<file path="config.mk">
export PLATFORM = sky130hd
export DESIGN_NAME = avcc_to_annexb_converter_core
export DESIGN_NICKNAME = d
export VERILOG_FILES = /design/src/sv/a2b_pkg.sv /design/src/sv/a2b_ram.sv /design/src/sv/a2b_setup.sv /design/src/sv/a2b_pkt.sv /design/src/sv/avcc_to_annexb_converter_core.sv
export SDC_FILE = /design/constraint.sdc
export NUM_CORES = 1
export LEC_CHECK = 0
export ABC_CLOCK_PERIOD_IN_PS = 5500
export BUFFER_PORTS_ARGS = -buffer_cell sky130_fd_sc_hd__buf_4
export CAP_MARGIN = 20
export CORE_ASPECT_RATIO = 0.9
export CORE_MARGIN = 2
export CORE_UTILIZATION = 40
export CTS_CLUSTER_SIZE = 12
export DETAILED_ROUTE_END_ITERATION = 10
export GPL_TIMING_DRIVEN = 1
export SLEW_MARGIN = 40
export SYNTH_ARGS = -nofsm -noshare
export SYNTH_HDL_FRONTEND = slang
export SYNTH_SLANG_ARGS = --single-unit
</file>
<file path="constraint.sdc">
create_clock -name clk_i -period 5.5 [get_ports clk_i]
set_clock_uncertainty 0.1 [all_clocks]
set_input_delay 0.825 -clock clk_i [delete_from_list [all_inputs] [get_ports clk_i]]
set_output_delay 0.825 -clock clk_i [all_outputs]
set_load 0.01 [all_outputs]
</file>
<file path="src/sv/a2b_pkg.sv">
// Shared types, codes and constants for the AVCC to Annex B converter.
package a2b_pkg;

  localparam int unsigned PARAM_STORE_BYTES_DEF = 56;

  // Result status codes
  localparam logic [2:0] ST_OK          = 3'd0;
  localparam logic [2:0] ST_EXTRA_TRUNC = 3'd1;
  localparam logic [2:0] ST_OVERFLOW    = 3'd2;
  localparam logic [2:0] ST_BAD_LEN     = 3'd3;
  localparam logic [2:0] ST_PKT_TRUNC   = 3'd4;

  localparam logic [4:0] NAL_TYPE_IDR = 5'd5;
  localparam logic [4:0] COUNT_MASK   = 5'h1F;

  typedef enum logic [2:0] {
    SP_SKIP    = 3'd0,
    SP_LENSIZE = 3'd1,
    SP_COUNT   = 3'd2,
    SP_LEN_HI  = 3'd3,
    SP_LEN_LO  = 3'd4,
    SP_UNIT    = 3'd5,
    SP_DONE    = 3'd6,
    SP_ERROR   = 3'd7
  } setup_phase_e;

  typedef enum logic [1:0] {
    PP_LENGTH  = 2'd0,
    PP_NAL     = 2'd1,
    PP_DISCARD = 2'd2
  } pkt_phase_e;

  typedef enum logic [2:0] {
    ES_IDLE  = 3'd0,
    ES_PARAM = 3'd1,
    ES_SC0   = 3'd2,
    ES_SC1   = 3'd3,
    ES_SC2   = 3'd4,
    ES_DATA  = 3'd5,
    ES_TRUNC = 3'd6
  } emit_state_e;

  // Extradata parser status toward the top level
  typedef struct packed {
    logic       has_status;
    logic [2:0] status;
    logic       param_ready;
    logic       busy;
  } setup_stat_t;

  // Packet parser verdict for the byte just taken
  typedef struct packed {
    logic       status_only;
    logic [2:0] status;
    logic       emit;
    logic       first;
    logic       trunc;
  } pkt_res_t;

endpackage

</file>
<file path="src/sv/a2b_ram.sv">
// Generic single-write, single-read synchronous RAM with registered read data.
module a2b_ram #(
  parameter int unsigned WIDTH = 8,
  parameter int unsigned DEPTH = 56
) (
  input  logic                     clk_i,
  input  logic                     we_i,
  input  logic [$clog2(DEPTH)-1:0] waddr_i,
  input  logic [WIDTH-1:0]         wdata_i,
  input  logic                     re_i,
  input  logic [$clog2(DEPTH)-1:0] raddr_i,
  output logic [WIDTH-1:0]         rdata_o
);

  logic [WIDTH-1:0] mem_q [DEPTH];
  logic [WIDTH-1:0] rdata_q;

  always_ff @(posedge clk_i) begin
    if (we_i) begin
      mem_q[waddr_i] <= wdata_i;
    end
    if (re_i) begin
      rdata_q <= mem_q[raddr_i];
    end
  end

  assign rdata_o = rdata_q;

endmodule

</file>
<file path="src/sv/a2b_setup.sv">
// Extradata parser: walks the decoder config record and fills the parameter-set store.
module a2b_setup #(
  parameter int unsigned PARAM_STORE_BYTES = a2b_pkg::PARAM_STORE_BYTES_DEF
) (
  input  logic                                 clk_i,
  input  logic                                 rst_ni,
  input  logic                                 fire_i,
  input  logic [7:0]                           byte_i,
  input  logic                                 last_i,
  output logic                                 wr_en_o,
  output logic [$clog2(PARAM_STORE_BYTES)-1:0] wr_addr_o,
  output logic [7:0]                           wr_data_o,
  output logic [$clog2(PARAM_STORE_BYTES+1)-1:0] plen_o,
  output a2b_pkg::setup_stat_t                 stat_o
);
  import a2b_pkg::*;

  localparam int unsigned AW = $clog2(PARAM_STORE_BYTES);
  localparam int unsigned LW = $clog2(PARAM_STORE_BYTES + 1);
  localparam int unsigned SW = 18;

  setup_phase_e phase_q, phase_d;
  logic [2:0]   skip_q, skip_d;
  logic [4:0]   units_q, units_d;
  logic [15:0]  ubl_q, ubl_d;
  logic         pps_q, pps_d;
  logic [LW-1:0] plen_q, plen_d;
  logic         ready_q, ready_d;
  logic [1:0]   pre_q, pre_d;     // start-code bytes still to write

  logic         adv;
  logic [4:0]   ucnt;
  logic [LW-1:0] pre_addr;
  logic [SW-1:0] need;

  always_ff @(posedge clk_i or negedge rst_ni) begin
    if (!rst_ni) begin
      phase_q <= SP_SKIP;
      skip_q  <= '0;
      units_q <= '0;
      ubl_q   <= '0;
      pps_q   <= 1'b0;
      plen_q  <= '0;
      ready_q <= 1'b0;
      pre_q   <= '0;
    end else begin
      phase_q <= phase_d;
      skip_q  <= skip_d;
      units_q <= units_d;
      ubl_q   <= ubl_d;
      pps_q   <= pps_d;
      plen_q  <= plen_d;
      ready_q <= ready_d;
      pre_q   <= pre_d;
    end
  end

  assign pre_addr = plen_q - LW'(pre_q);
  assign need     = SW'(plen_q) + SW'(4) + SW'({ubl_q[15:8], byte_i});

  always_comb begin
    phase_d   = phase_q;
    skip_d    = skip_q;
    units_d   = units_q;
    ubl_d     = ubl_q;
    pps_d     = pps_q;
    plen_d    = plen_q;
    ready_d   = ready_q;
    pre_d     = pre_q;
    wr_en_o   = 1'b0;
    wr_addr_o = plen_q[AW-1:0];
    wr_data_o = byte_i;
    stat_o.has_status  = 1'b0;
    stat_o.status      = ST_OK;
    stat_o.param_ready = ready_q;
    stat_o.busy        = (pre_q != 2'd0);
    adv  = 1'b0;
    ucnt = units_q - 5'd1;

    // trailing start-code bytes after a unit length
    if (pre_q != 2'd0) begin
      wr_en_o   = 1'b1;
      wr_addr_o = pre_addr[AW-1:0];
      wr_data_o = (pre_q == 2'd1) ? 8'h01 : 8'h00;
      pre_d     = pre_q - 2'd1;
    end

    if (fire_i) begin
      case (phase_q)
        SP_SKIP: begin
          if (skip_q == 3'd0) begin
            plen_d  = '0;
            ready_d = 1'b0;
          end
          skip_d = skip_q + 3'd1;
          if (skip_q == 3'd3) begin
            skip_d  = '0;
            phase_d = SP_LENSIZE;
          end
        end
        SP_LENSIZE: begin
          pps_d   = 1'b0;
          phase_d = SP_COUNT;
        end
        SP_COUNT: begin
          ucnt = byte_i[4:0] & COUNT_MASK;
          adv  = 1'b1;
        end
        SP_LEN_HI: begin
          ubl_d   = {byte_i, 8'h00};
          phase_d = SP_LEN_LO;
        end
        SP_LEN_LO: begin
          ubl_d = {ubl_q[15:8], byte_i};
          if (need > SW'(PARAM_STORE_BYTES)) begin
            plen_d  = '0;
            ready_d = 1'b0;
            phase_d = SP_ERROR;
            stat_o.has_status = 1'b1;
            stat_o.status     = ST_OVERFLOW;
          end else begin
            wr_en_o   = 1'b1;
            wr_addr_o = plen_q[AW-1:0];
            wr_data_o = 8'h00;
            plen_d    = plen_q + LW'(4);
            pre_d     = 2'd3;
            if (ubl_d == 16'd0) begin
              adv = 1'b1;
            end else begin
              phase_d = SP_UNIT;
            end
          end
        end
        SP_UNIT: begin
          if (plen_q < LW'(PARAM_STORE_BYTES)) begin
            wr_en_o = 1'b1;
            plen_d  = plen_q + LW'(1);
          end
          ubl_d = ubl_q - 16'd1;
          if (ubl_d == 16'd0) begin
            adv = 1'b1;
          end
        end
        default: begin
        end
      endcase

      if (adv) begin
        units_d = ucnt;
        if (ucnt != 5'd0) begin
          phase_d = SP_LEN_HI;
        end else if (pps_q) begin
          phase_d = SP_DONE;
          ready_d = 1'b1;
        end else begin
          pps_d   = 1'b1;
          phase_d = SP_COUNT;
        end
      end

      if (last_i) begin
        if (phase_d != SP_DONE && phase_d != SP_ERROR) begin
          plen_d  = '0;
          ready_d = 1'b0;
          pre_d   = '0;
          stat_o.has_status = 1'b1;
          stat_o.status     = ST_EXTRA_TRUNC;
        end
        phase_d = SP_SKIP;
        skip_d  = '0;
      end
    end
  end

  assign plen_o = plen_q;

endmodule

</file>
<file path="src/sv/a2b_pkt.sv">
// Packet parser: tracks 4-byte NAL lengths and classifies each packet byte.
module a2b_pkt (
  input  logic              clk_i,
  input  logic              rst_ni,
  input  logic              fire_i,
  input  logic [7:0]        byte_i,
  input  logic              last_i,
  output a2b_pkg::pkt_res_t res_o
);
  import a2b_pkg::*;

  pkt_phase_e  phase_q, phase_d;
  logic [1:0]  pfx_q, pfx_d;
  logic [31:0] len_q, len_d;
  logic [31:0] left_q, left_d;
  logic [31:0] len_new;
  logic [31:0] left_dec;

  always_ff @(posedge clk_i or negedge rst_ni) begin
    if (!rst_ni) begin
      phase_q <= PP_LENGTH;
      pfx_q   <= '0;
      len_q   <= '0;
      left_q  <= '0;
    end else begin
      phase_q <= phase_d;
      pfx_q   <= pfx_d;
      len_q   <= len_d;
      left_q  <= left_d;
    end
  end

  assign len_new  = {len_q[23:0], byte_i};
  assign left_dec = left_q - 32'd1;

  always_comb begin
    phase_d = phase_q;
    pfx_d   = pfx_q;
    len_d   = len_q;
    left_d  = left_q;
    res_o   = '0;
    res_o.status = ST_OK;

    if (fire_i) begin
      case (phase_q)
        PP_LENGTH: begin
          len_d = len_new;
          if (pfx_q != 2'd3) begin
            pfx_d = pfx_q + 2'd1;
            if (last_i) begin
              res_o.status_only = 1'b1;
              res_o.status      = ST_PKT_TRUNC;
              pfx_d = '0;
              len_d = '0;
            end
          end else begin
            pfx_d = '0;
            if (len_new == 32'd0) begin
              res_o.status_only = 1'b1;
              res_o.status      = ST_BAD_LEN;
              len_d = '0;
              if (!last_i) begin
                phase_d = PP_DISCARD;
              end
            end else if (last_i) begin
              res_o.status_only = 1'b1;
              res_o.status      = ST_PKT_TRUNC;
              len_d = '0;
            end else begin
              left_d  = len_new;
              phase_d = PP_NAL;
            end
          end
        end
        PP_NAL: begin
          res_o.emit  = 1'b1;
          res_o.first = (left_q == len_q);
          left_d      = left_dec;
          if (left_dec == 32'd0 || last_i) begin
            res_o.trunc = (left_dec != 32'd0);
            phase_d = PP_LENGTH;
            pfx_d   = '0;
            len_d   = '0;
            left_d  = '0;
          end
        end
        default: begin
          if (last_i) begin
            phase_d = PP_LENGTH;
            pfx_d   = '0;
            len_d   = '0;
            left_d  = '0;
          end
        end
      endcase
    end
  end

endmodule

</file>
<file path="src/sv/avcc_to_annexb_converter_core.sv">
// Top level: stream ports, result register and the output burst sequencer.
//
// Converts H.264 length-prefixed (AVCC) input to start-code (Annex B) output, one byte per
// input transfer. tuser selects the byte's kind: 0 = codec extradata, 1 = packet data; tlast
// marks the last byte of the extradata block or of the packet. The extradata parser keeps
// the SPS/PPS units, each behind a 00 00 00 01 start code, in a PARAM_STORE_BYTES-entry
// single-port-write RAM; the store is not cleared after reset and needs no clearing pass,
// since only bytes written by the current extradata block are ever replayed. Each NAL of a
// packet comes out as 00 00 01 plus its bytes; an IDR NAL is preceded by the stored
// parameter sets once a block has parsed cleanly. Errors come out as status-only transfers
// (tuser[0] = 0) and tlast on the output marks the last transfer caused by one input byte.
// Flow: the low byte of a unit length in extradata holds the input while the rest of the
// start code is written one byte per cycle through the RAM write port. The first byte of
// a NAL holds it while the start code, preceded on an IDR by the stored bytes (read one
// byte per cycle unless stalled), goes out; an early packet end adds a truncation status.
// A stalled output holds the input off through the single result register.
module avcc_to_annexb_converter_core #(
  parameter int unsigned PARAM_STORE_BYTES = a2b_pkg::PARAM_STORE_BYTES_DEF
) (
  input  logic       clk_i,
  input  logic       rst_ni,
  input  logic       s_axis_tvalid,
  output logic       s_axis_tready,
  input  logic [7:0] s_axis_tdata,   // [7:0] data_byte
  input  logic       s_axis_tuser,   // [0] func
  input  logic       s_axis_tlast,   // last_byte
  output logic       m_axis_tvalid,
  input  logic       m_axis_tready,
  output logic [7:0] m_axis_tdata,   // [7:0] out_byte
  output logic [3:0] m_axis_tuser,   // [0] byte_valid, [3:1] status
  output logic       m_axis_tlast    // run_last
);
  import a2b_pkg::*;

  localparam int unsigned AW = $clog2(PARAM_STORE_BYTES);
  localparam int unsigned LW = $clog2(PARAM_STORE_BYTES + 1);

  // Input side
  logic        s_fire;
  logic        slot_free;

  // Store write/read
  logic          wr_en;
  logic [AW-1:0] wr_addr;
  logic [7:0]    wr_data;
  logic          rd_en;
  logic [AW-1:0] rd_addr;
  logic [7:0]    rd_data;
  logic [LW-1:0] plen;

  setup_stat_t setup_stat;
  pkt_res_t    pkt_res;

  // Burst sequencer
  emit_state_e   state_q, state_d;
  logic [AW-1:0] idx_q, idx_d;
  logic [LW-1:0] idx_nxt;
  logic [7:0]    byte_q, byte_d;
  logic          trunc_q, trunc_d;

  // Result register
  logic       m_valid_q, m_valid_d;
  logic [7:0] m_byte_q, m_byte_d;
  logic       m_bv_q, m_bv_d;
  logic       m_last_q, m_last_d;
  logic [2:0] m_status_q, m_status_d;

  logic       out_load;
  logic [7:0] o_byte;
  logic       o_bv;
  logic       o_last;
  logic [2:0] o_status;

  assign slot_free     = !m_valid_q || m_axis_tready;
  assign s_axis_tready = (state_q == ES_IDLE) && !setup_stat.busy && slot_free;
  assign s_fire        = s_axis_tvalid && s_axis_tready;

  a2b_setup #(
    .PARAM_STORE_BYTES(PARAM_STORE_BYTES)
  ) u_setup (
    .clk_i    (clk_i),
    .rst_ni   (rst_ni),
    .fire_i   (s_fire && !s_axis_tuser),
    .byte_i   (s_axis_tdata),
    .last_i   (s_axis_tlast),
    .wr_en_o  (wr_en),
    .wr_addr_o(wr_addr),
    .wr_data_o(wr_data),
    .plen_o   (plen),
    .stat_o   (setup_stat)
  );

  a2b_pkt u_pkt (
    .clk_i (clk_i),
    .rst_ni(rst_ni),
    .fire_i(s_fire && s_axis_tuser),
    .byte_i(s_axis_tdata),
    .last_i(s_axis_tlast),
    .res_o (pkt_res)
  );

  a2b_ram #(
    .WIDTH(8),
    .DEPTH(PARAM_STORE_BYTES)
  ) u_store (
    .clk_i  (clk_i),
    .we_i   (wr_en),
    .waddr_i(wr_addr),
    .wdata_i(wr_data),
    .re_i   (rd_en),
    .raddr_i(rd_addr),
    .rdata_o(rd_data)
  );

  always_ff @(posedge clk_i or negedge rst_ni) begin
    if (!rst_ni) begin
      state_q   <= ES_IDLE;
      m_valid_q <= 1'b0;
    end else begin
      state_q   <= state_d;
      m_valid_q <= m_valid_d;
    end
  end

  always_ff @(posedge clk_i) begin
    idx_q      <= idx_d;
    byte_q     <= byte_d;
    trunc_q    <= trunc_d;
    m_byte_q   <= m_byte_d;
    m_bv_q     <= m_bv_d;
    m_last_q   <= m_last_d;
    m_status_q <= m_status_d;
  end

  assign idx_nxt = LW'(idx_q) + LW'(1);

  // Next state and result selection
  always_comb begin
    state_d  = state_q;
    idx_d    = idx_q;
    byte_d   = byte_q;
    trunc_d  = trunc_q;
    rd_en    = 1'b0;
    rd_addr  = '0;
    out_load = 1'b0;
    o_byte   = 8'h00;
    o_bv     = 1'b1;
    o_last   = 1'b0;
    o_status = ST_OK;

    case (state_q)
      ES_IDLE: begin
        if (s_fire && !s_axis_tuser) begin
          if (setup_stat.has_status) begin
            out_load = 1'b1;
            o_bv     = 1'b0;
            o_last   = 1'b1;
            o_status = setup_stat.status;
          end
        end else if (s_fire) begin
          if (pkt_res.status_only) begin
            out_load = 1'b1;
            o_bv     = 1'b0;
            o_last   = 1'b1;
            o_status = pkt_res.status;
          end else if (pkt_res.emit) begin
            byte_d  = s_axis_tdata;
            trunc_d = pkt_res.trunc;
            if (!pkt_res.first && !pkt_res.trunc) begin
              // plain NAL body byte goes straight out
              out_load = 1'b1;
              o_byte   = s_axis_tdata;
              o_last   = 1'b1;
            end else if (!pkt_res.first) begin
              state_d = ES_DATA;
            end else if ((s_axis_tdata[4:0] == NAL_TYPE_IDR) && setup_stat.param_ready &&
                         (plen != '0)) begin
              rd_en   = 1'b1;
              rd_addr = '0;
              idx_d   = '0;
              state_d = ES_PARAM;
            end else begin
              state_d = ES_SC0;
            end
          end
        end
      end
      ES_PARAM: begin
        if (slot_free) begin
          out_load = 1'b1;
          o_byte   = rd_data;
          if (idx_nxt < plen) begin
            rd_en   = 1'b1;
            rd_addr = idx_nxt[AW-1:0];
            idx_d   = idx_nxt[AW-1:0];
          end else begin
            state_d = ES_SC0;
          end
        end
      end
      ES_SC0: begin
        if (slot_free) begin
          out_load = 1'b1;
          state_d  = ES_SC1;
        end
      end
      ES_SC1: begin
        if (slot_free) begin
          out_load = 1'b1;
          state_d  = ES_SC2;
        end
      end
      ES_SC2: begin
        if (slot_free) begin
          out_load = 1'b1;
          o_byte   = 8'h01;
          state_d  = ES_DATA;
        end
      end
      ES_DATA: begin
        if (slot_free) begin
          out_load = 1'b1;
          o_byte   = byte_q;
          o_last   = !trunc_q;
          state_d  = trunc_q ? ES_TRUNC : ES_IDLE;
        end
      end
      ES_TRUNC: begin
        if (slot_free) begin
          out_load = 1'b1;
          o_bv     = 1'b0;
          o_last   = 1'b1;
          o_status = ST_PKT_TRUNC;
          state_d  = ES_IDLE;
        end
      end
      default: begin
        state_d = ES_IDLE;
      end
    endcase
  end

  // Result register: loads only when the slot is free
  always_comb begin
    m_valid_d  = m_valid_q;
    m_byte_d   = m_byte_q;
    m_bv_d     = m_bv_q;
    m_last_d   = m_last_q;
    m_status_d = m_status_q;
    if (out_load) begin
      m_valid_d  = 1'b1;
      m_byte_d   = o_byte;
      m_bv_d     = o_bv;
      m_last_d   = o_last;
      m_status_d = o_status;
    end else if (m_axis_tready) begin
      m_valid_d  = 1'b0;
    end
  end

  assign m_axis_tvalid = m_valid_q;
  assign m_axis_tdata  = m_byte_q;
  assign m_axis_tuser  = {m_status_q, m_bv_q};
  assign m_axis_tlast  = m_last_q;

  // Store replay never runs past the filled part of the store
  a_idx_in_range: assert property (@(posedge clk_i) disable iff (!rst_ni)
    state_q == ES_PARAM |-> LW'(idx_q) < plen)
    else $error("store replay index beyond stored length");

  // No store write while a replay burst is running
  a_no_write_in_burst: assert property (@(posedge clk_i) disable iff (!rst_ni)
    wr_en |-> state_q == ES_IDLE)
    else $error("store written during output burst");

  // Stored length never exceeds the store
  a_plen_bound: assert property (@(posedge clk_i) disable iff (!rst_ni)
    plen <= LW'(PARAM_STORE_BYTES))
    else $error("stored length exceeds store depth");

  // Status-only results are single, zero-byte, run-ending transfers
  a_status_shape: assert property (@(posedge clk_i) disable iff (!rst_ni)
    m_valid_q && !m_bv_q |-> m_byte_q == 8'h00 && m_last_q && m_status_q != ST_OK)
    else $error("malformed status transfer");

  // A new burst only starts from an accepted packet byte
  a_burst_start: assert property (@(posedge clk_i) disable iff (!rst_ni)
    $past(state_q) == ES_IDLE && state_q != ES_IDLE |-> $past(s_fire && s_axis_tuser))
    else $error("burst started without a packet byte");

endmodule

</file>
* Word level (Yosys, flattened, before mapping) *
Memory sizes are Yosys's and may differ from the RTL's. A register that Yosys moved wholly into a read port is not among the register bits.
Cells that the tools add are included.

cells by class
  add/sub/neg operators = 12
  reduce and logical (&&, ||, !) cells = 46
  multiplexer cells = 165
  $lt $le $gt $ge = 3
  eq/ne operators = 38
  bitwise logic cells = 3

operators with widths
  operator                 number
  $mux W32                 9
  $pmux W32 S2             2
  $mux W6                  21
  $mux W3                  31
  $mux W8                  11
  $logic_not A32 Y1        2
  $mux W1                  48
  $pmux W16 S3             1
  $mux W4                  9
  $ne A2 B2 Y1 const B     18
  $eq A32 B32 Y1           1
  $logic_not A16 Y1        2
  $pmux W8 S4              1
  $reduce_bool A32 Y1      1
  $sub A32 B1 Y32 const B  1
  $mux W2                  15
  $pmux W3 S7              1
  $add A18 B16 Y18         1
  $gt A18 B6 Y1 const B    1
  $pmux W6 S3              1
  $sub A16 B1 Y16 const B  1
  $eq A3 B2 Y1 const B     5
  $eq A3 B3 Y1 const B     5
  $reduce_and A5 Y1        3
  other kinds (38)         76

word-level totals
  RAM bits = 448
  memories = 1
  register bits = 137

memory list
  name           depth  width  read ports  clocked after memory_dff  wr ports  line           RTL
  u_store.mem_q  56     8      1           1                         1         a2b_ram.sv:15  logic [WIDTH-1:0] mem_q [DEPTH];

* Depth between registers and ports, before layout *
  depth in word-level cells = 20
  mapped depth = 16

* Hierarchy *
A second synthesis with hierarchy kept.

unflattened totals
  cell total of the unflattened synthesis = 1,948
  area, all modules = 27,472.6 sq um

by module, submodules not included
  module                         seq. area each (sq um)  times used  area each (sq um)  cells an instance
  a2b_ram                        13,693.1                1           17,979.7           858
  a2b_pkt                        1,701.6                 1           4,327.9            479
  a2b_setup                      925.9                   1           3,264.4            427
  avcc_to_annexb_converter_core  940.9                   1           1,900.6            184

* Worst setup path after synthesis *
OpenSTA, ideal clock, no wires.

  path kind = input port to flip-flop
  start point = input port s_axis_tdata[1]
  end point = memory u_store.mem_q[22][0] (enable)
  data arrival time = 3.909 ns
  setup time = 0.370 ns
  path slack = 1.121 ns
  stages = 12
  buffers on the path = 1
  cell sequence = clkbuf_1 -> inv_1 -> fa_1 -> nand2b_1 -> a211oi_1 -> o2111a_1 -> o22a_1 -> nor4b_2 -> nor4b_4 -> a32o_2 -> nand2_2 -> nor2_1

on the way
  cells in the longest elaborated chain, start to end = 7

ends and longest elaborated chain
  what                           line                                 RTL
  start, declared                avcc_to_annexb_converter_core.sv:24  input logic [7:0] s_axis_tdata,
  $add A18 B16 Y18 (*)           a2b_setup.sv:59                      assign need = SW'(plen_q) + SW'(4) + SW'({ubl_q[15:8], byte_i});
  $gt A18 B6 Y1 (*)              a2b_setup.sv:115                     if (need > SW'(PARAM_STORE_BYTES)) begin
  $mux W1                        a2b_setup.sv:115
  $pmux W1 S2                    a2b_setup.sv:89                      case (phase_q)
  $mux W1                        a2b_setup.sv:88                      if (fire_i) begin
  $mux W1                        a2b_ram.sv:19                        if (we_i) begin
  $mux W1 (not written as such)  a2b_ram.sv:20                        mem_q[waddr_i] <= wdata_i;
  end, declared                  a2b_ram.sv:15

Mark *: on every way between the ends. The rest lies on a longest branch, timed or not.

* Final worst setup path *
  start point = register u_setup.plen_q[2] (netlist: u_setup.plen_o[2])
  end point = memory u_store.mem_q[33][6], data pin

on the way
  cells in the longest elaborated chain, start to end = 6

ends and longest elaborated chain
  what                      line              RTL
  start, declared           a2b_setup.sv:27   logic [LW-1:0] plen_q, plen_d;
  start signal, assigned    a2b_setup.sv:52   plen_q <= plen_d;
  $add A6 B3 Y7             a2b_setup.sv:59
  $add A18 B16 Y18          a2b_setup.sv:59
  $gt A18 B6 Y1             a2b_setup.sv:115
  $mux W8                   a2b_setup.sv:115
  $mux W8                   a2b_setup.sv:89
  $mux W8                   a2b_setup.sv:88
  via u_setup.wr_data_o[6]  a2b_setup.sv:12   output logic [7:0] wr_data_o,

The timed path passes the listed nets, and every way through them passes these cells.

==> metrics.txt <==
post-synth cell types 98; Rel. slew slack 0.397; area share of the leading cell type in the synthesized netlist 0.527; Routed WL per cell 24.6 um; fillers 6,113; P&R area growth vs syn 13.5%; Die Y 253 um; period utilisation layout 0.922; first-pass GRT wire length 123,000 um; Storage cell area 0.0173 mm^2; Synth area leaders edfxtp_1 (53%), dfrtp_1 (9.9%), nand2_1 (3.8%); initial DRC count 2,479; Post-synth EDFFs 484; worst slack at placement 0.582 ns; DR vias 20,157; share of layout cells above drive strength 1 0.120; Die Area 0.0710 mm^2; Worst Setup Start Kind flop; number of setup buffers added after CTS 0; area post-placement 0.0294 mm^2; synthesized area 0.0276 mm^2; Max Freq 197 MHz; CTS root buffer clkbuf_16; Worst VDD drop 0.000323 V; synthesized flop and latch total 593; total grt overflow 0; Net count, final 2,449; min-delay worst type in2async; TritonRoute pass-1 iters 6; hpwl dp 53,700 um; die width 281 um; Final Hold Slack 0.0701 ns; Clock transition at path regs 0.06 ns; Pwr Density 336 mW/mm^2; kind of critical path reg2reg; Critical Path Sink Type flop; Routed WL 82,100 um; I/O pin count 29; Slew @ Worst Pin 0.897 ns; status complete, no violations; final routed DRC violation total 0; pin count of the biggest net entering global routing 71; LEAKAGE 11.3 nW; Routed Antenna Nets 0; core area 0.0683 mm^2; R2R Path Start u_setup.plen_o[2]$_DFFE_PN0P_; leading area contributor after synthesis edfxtp_1; post-DR vias/cell 6.05; area of the multi-input gates 0.00964 mm^2; TritonCTS clock tree yes; Critical Path AT 5.24 ns; clk_lat worst skew 0.66 ns; Synth Instances 2,337; commonest non-fill, non-tap cell in the layout edfxtp_1; Total GRT Usage 0.230; fraction of registers with async set or reset after synthesis 0.184; Rows 91; R2R depth 13; Mapped Nets 2,381; PostCTS Resize Cnt 0; RSZ-0062 raised after global routing false; vias in the first global route 19,540; final hold violations 0; commonest non-fill, non-tap cells in the layout edfxtp_1 (484), nand2_1 (276), nor2_1 (176); Sink Count 593; Mapped Avg Cell Area 11.8 um^2; H-tree depth 2; Max-Cap Viols 0; Setup TNS 0 ns; Final setup violation count 0; final instance area 0.0313 mm^2; CTS buffer count 61; reg-to-reg endpoint u_store.mem_q[33][6]$_DFFE_PP_; worst setup margin 0.431 ns; clk buf depth 3; Final Max Tran Viols 0; prevailing post-synth register cell edfxtp_1; flop2flop setup slack 0.43 ns; # port buffers 28; Post-CTS Hold Fix Bufs 0; fin crit period 5.07 ns; GP Congestion 0.933; Seq/Total Area, Yosys 0.626; initial antenna violation count 2; # diodes 0; yosys synthesis warning count 0; worst-path maximum fanout 40; Initial Utilization 0.404; Critical Path RT 5.67 ns
## power breakdown
part           switching (W)  internal [W]
Sequential          0.000263       0.00500
Clock                0.00174       0.00228
Combinational       0.000781      0.000457
## layer usage
layer	track usage	up-vias	share of wire
met2	0.351	995	0.44
li1	-	8999	-
met3	0.0568	156	0.095
met1	0.322	10003	0.43
met5	0	-	0.00033
met4	0.0752	4	0.031
## area by class of cell
type / count / area share
flip-flops and latches: 593 / 0.551
multi-input cells: 1569 / 0.308
clock buffers: 87 / 0.0528
repair buffers: 144 / 0.0398
well taps: 883 / 0.0353
clock inverters: 20 / 0.00843
inverters: 36 / 0.00432
## cell usage after synthesis (18+ instances only)
cell / number
buf_2: 30
nand3_1: 55
o21ai_1: 25
nor2_1: 178
a21oi_1: 133
edfxtp_1: 484
mux2i_1: 86
or3_1: 21
xnor2_1: 49
o22ai_1: 38
nor4_1: 32
nand2b_1: 30
o221ai_1: 30
o21ai_0: 156
nor3_1: 69
dfrtp_1: 109
nand2_1: 276
and3_1: 18
inv_1: 36
nand4_1: 20
clkbuf_1: 92
ha_1: 28
o31ai_1: 23
## worst max-delay path: stages, from the launching register on
cell	delay, ns
dfrtp_1	0.62
inv_1	0.25
ha_1	0.38
ha_1	0.34
o211ai_1	0.35
a211oi_1	0.10
a2111oi_1	0.57
o22a_1	0.20
nor4b_2	0.31
nor4b_4	0.39
buf_4	0.23
nand2_1	0.21
and3_2	0.31
buf_4	0.28
## cell families after synthesis
group / count (synthesis) / share of synthesized area
mux: 96 / 0.0357
simple gates: 782 / 0.136
flops: 593 / 0.626
buf+inv: 175 / 0.0266
fa+ha+maj: 30 / 0.0142
compound gates: 598 / 0.141
xor+xnor: 63 / 0.0200
## sequential cells by signal (all words and copies together), names as in the netlist, 5 cells and up
signal / count
u_setup.units_q: 5
u_setup.ubl_q: 16
u_store.rdata_o: 8
m_axis_tdata: 8
u_pkt.left_q: 32
u_setup.plen_o: 6
u_pkt.len_q: 32
u_store.mem_q: 448
idx_q: 6
byte_q: 8
## worst max-delay path by stage
stage / from / end / slack, ns
after floorplan: s_axis_tdata[1] / u_store.mem_q[22][0]$_DFFE_PP_ / 1.12
after global placement: s_axis_tdata[0] / u_store.mem_q[1][2]$_DFFE_PP_ / 0.79
after detailed placement: u_setup.plen_o[2]$_DFFE_PN0P_ / u_store.mem_q[1][2]$_DFFE_PP_ / 0.58
after CTS: u_setup.plen_o[2]$_DFFE_PN0P_ / u_store.mem_q[1][0]$_DFFE_PP_ / 0.49
after global routing: u_setup.plen_o[2]$_DFFE_PN0P_ / u_store.mem_q[33][6]$_DFFE_PP_ / 0.16
final: u_setup.plen_o[2]$_DFFE_PN0P_ / u_store.mem_q[33][6]$_DFFE_PP_ / 0.43
## through the flow
step / total power (W) / cells / utilization
floorplan: 0.00614 / 2337 / -
global placement: 0.00653 / 3224 / 0.430
detailed placement: 0.00655 / 3224 / 0.430
CTS: 0.0106 / 3331 / 0.458
global route: 0.0109 / 3332 / 0.458
finish: 0.0105 / 3332 / 0.458
No activity file was read; power rests on OpenSTA's default activity.
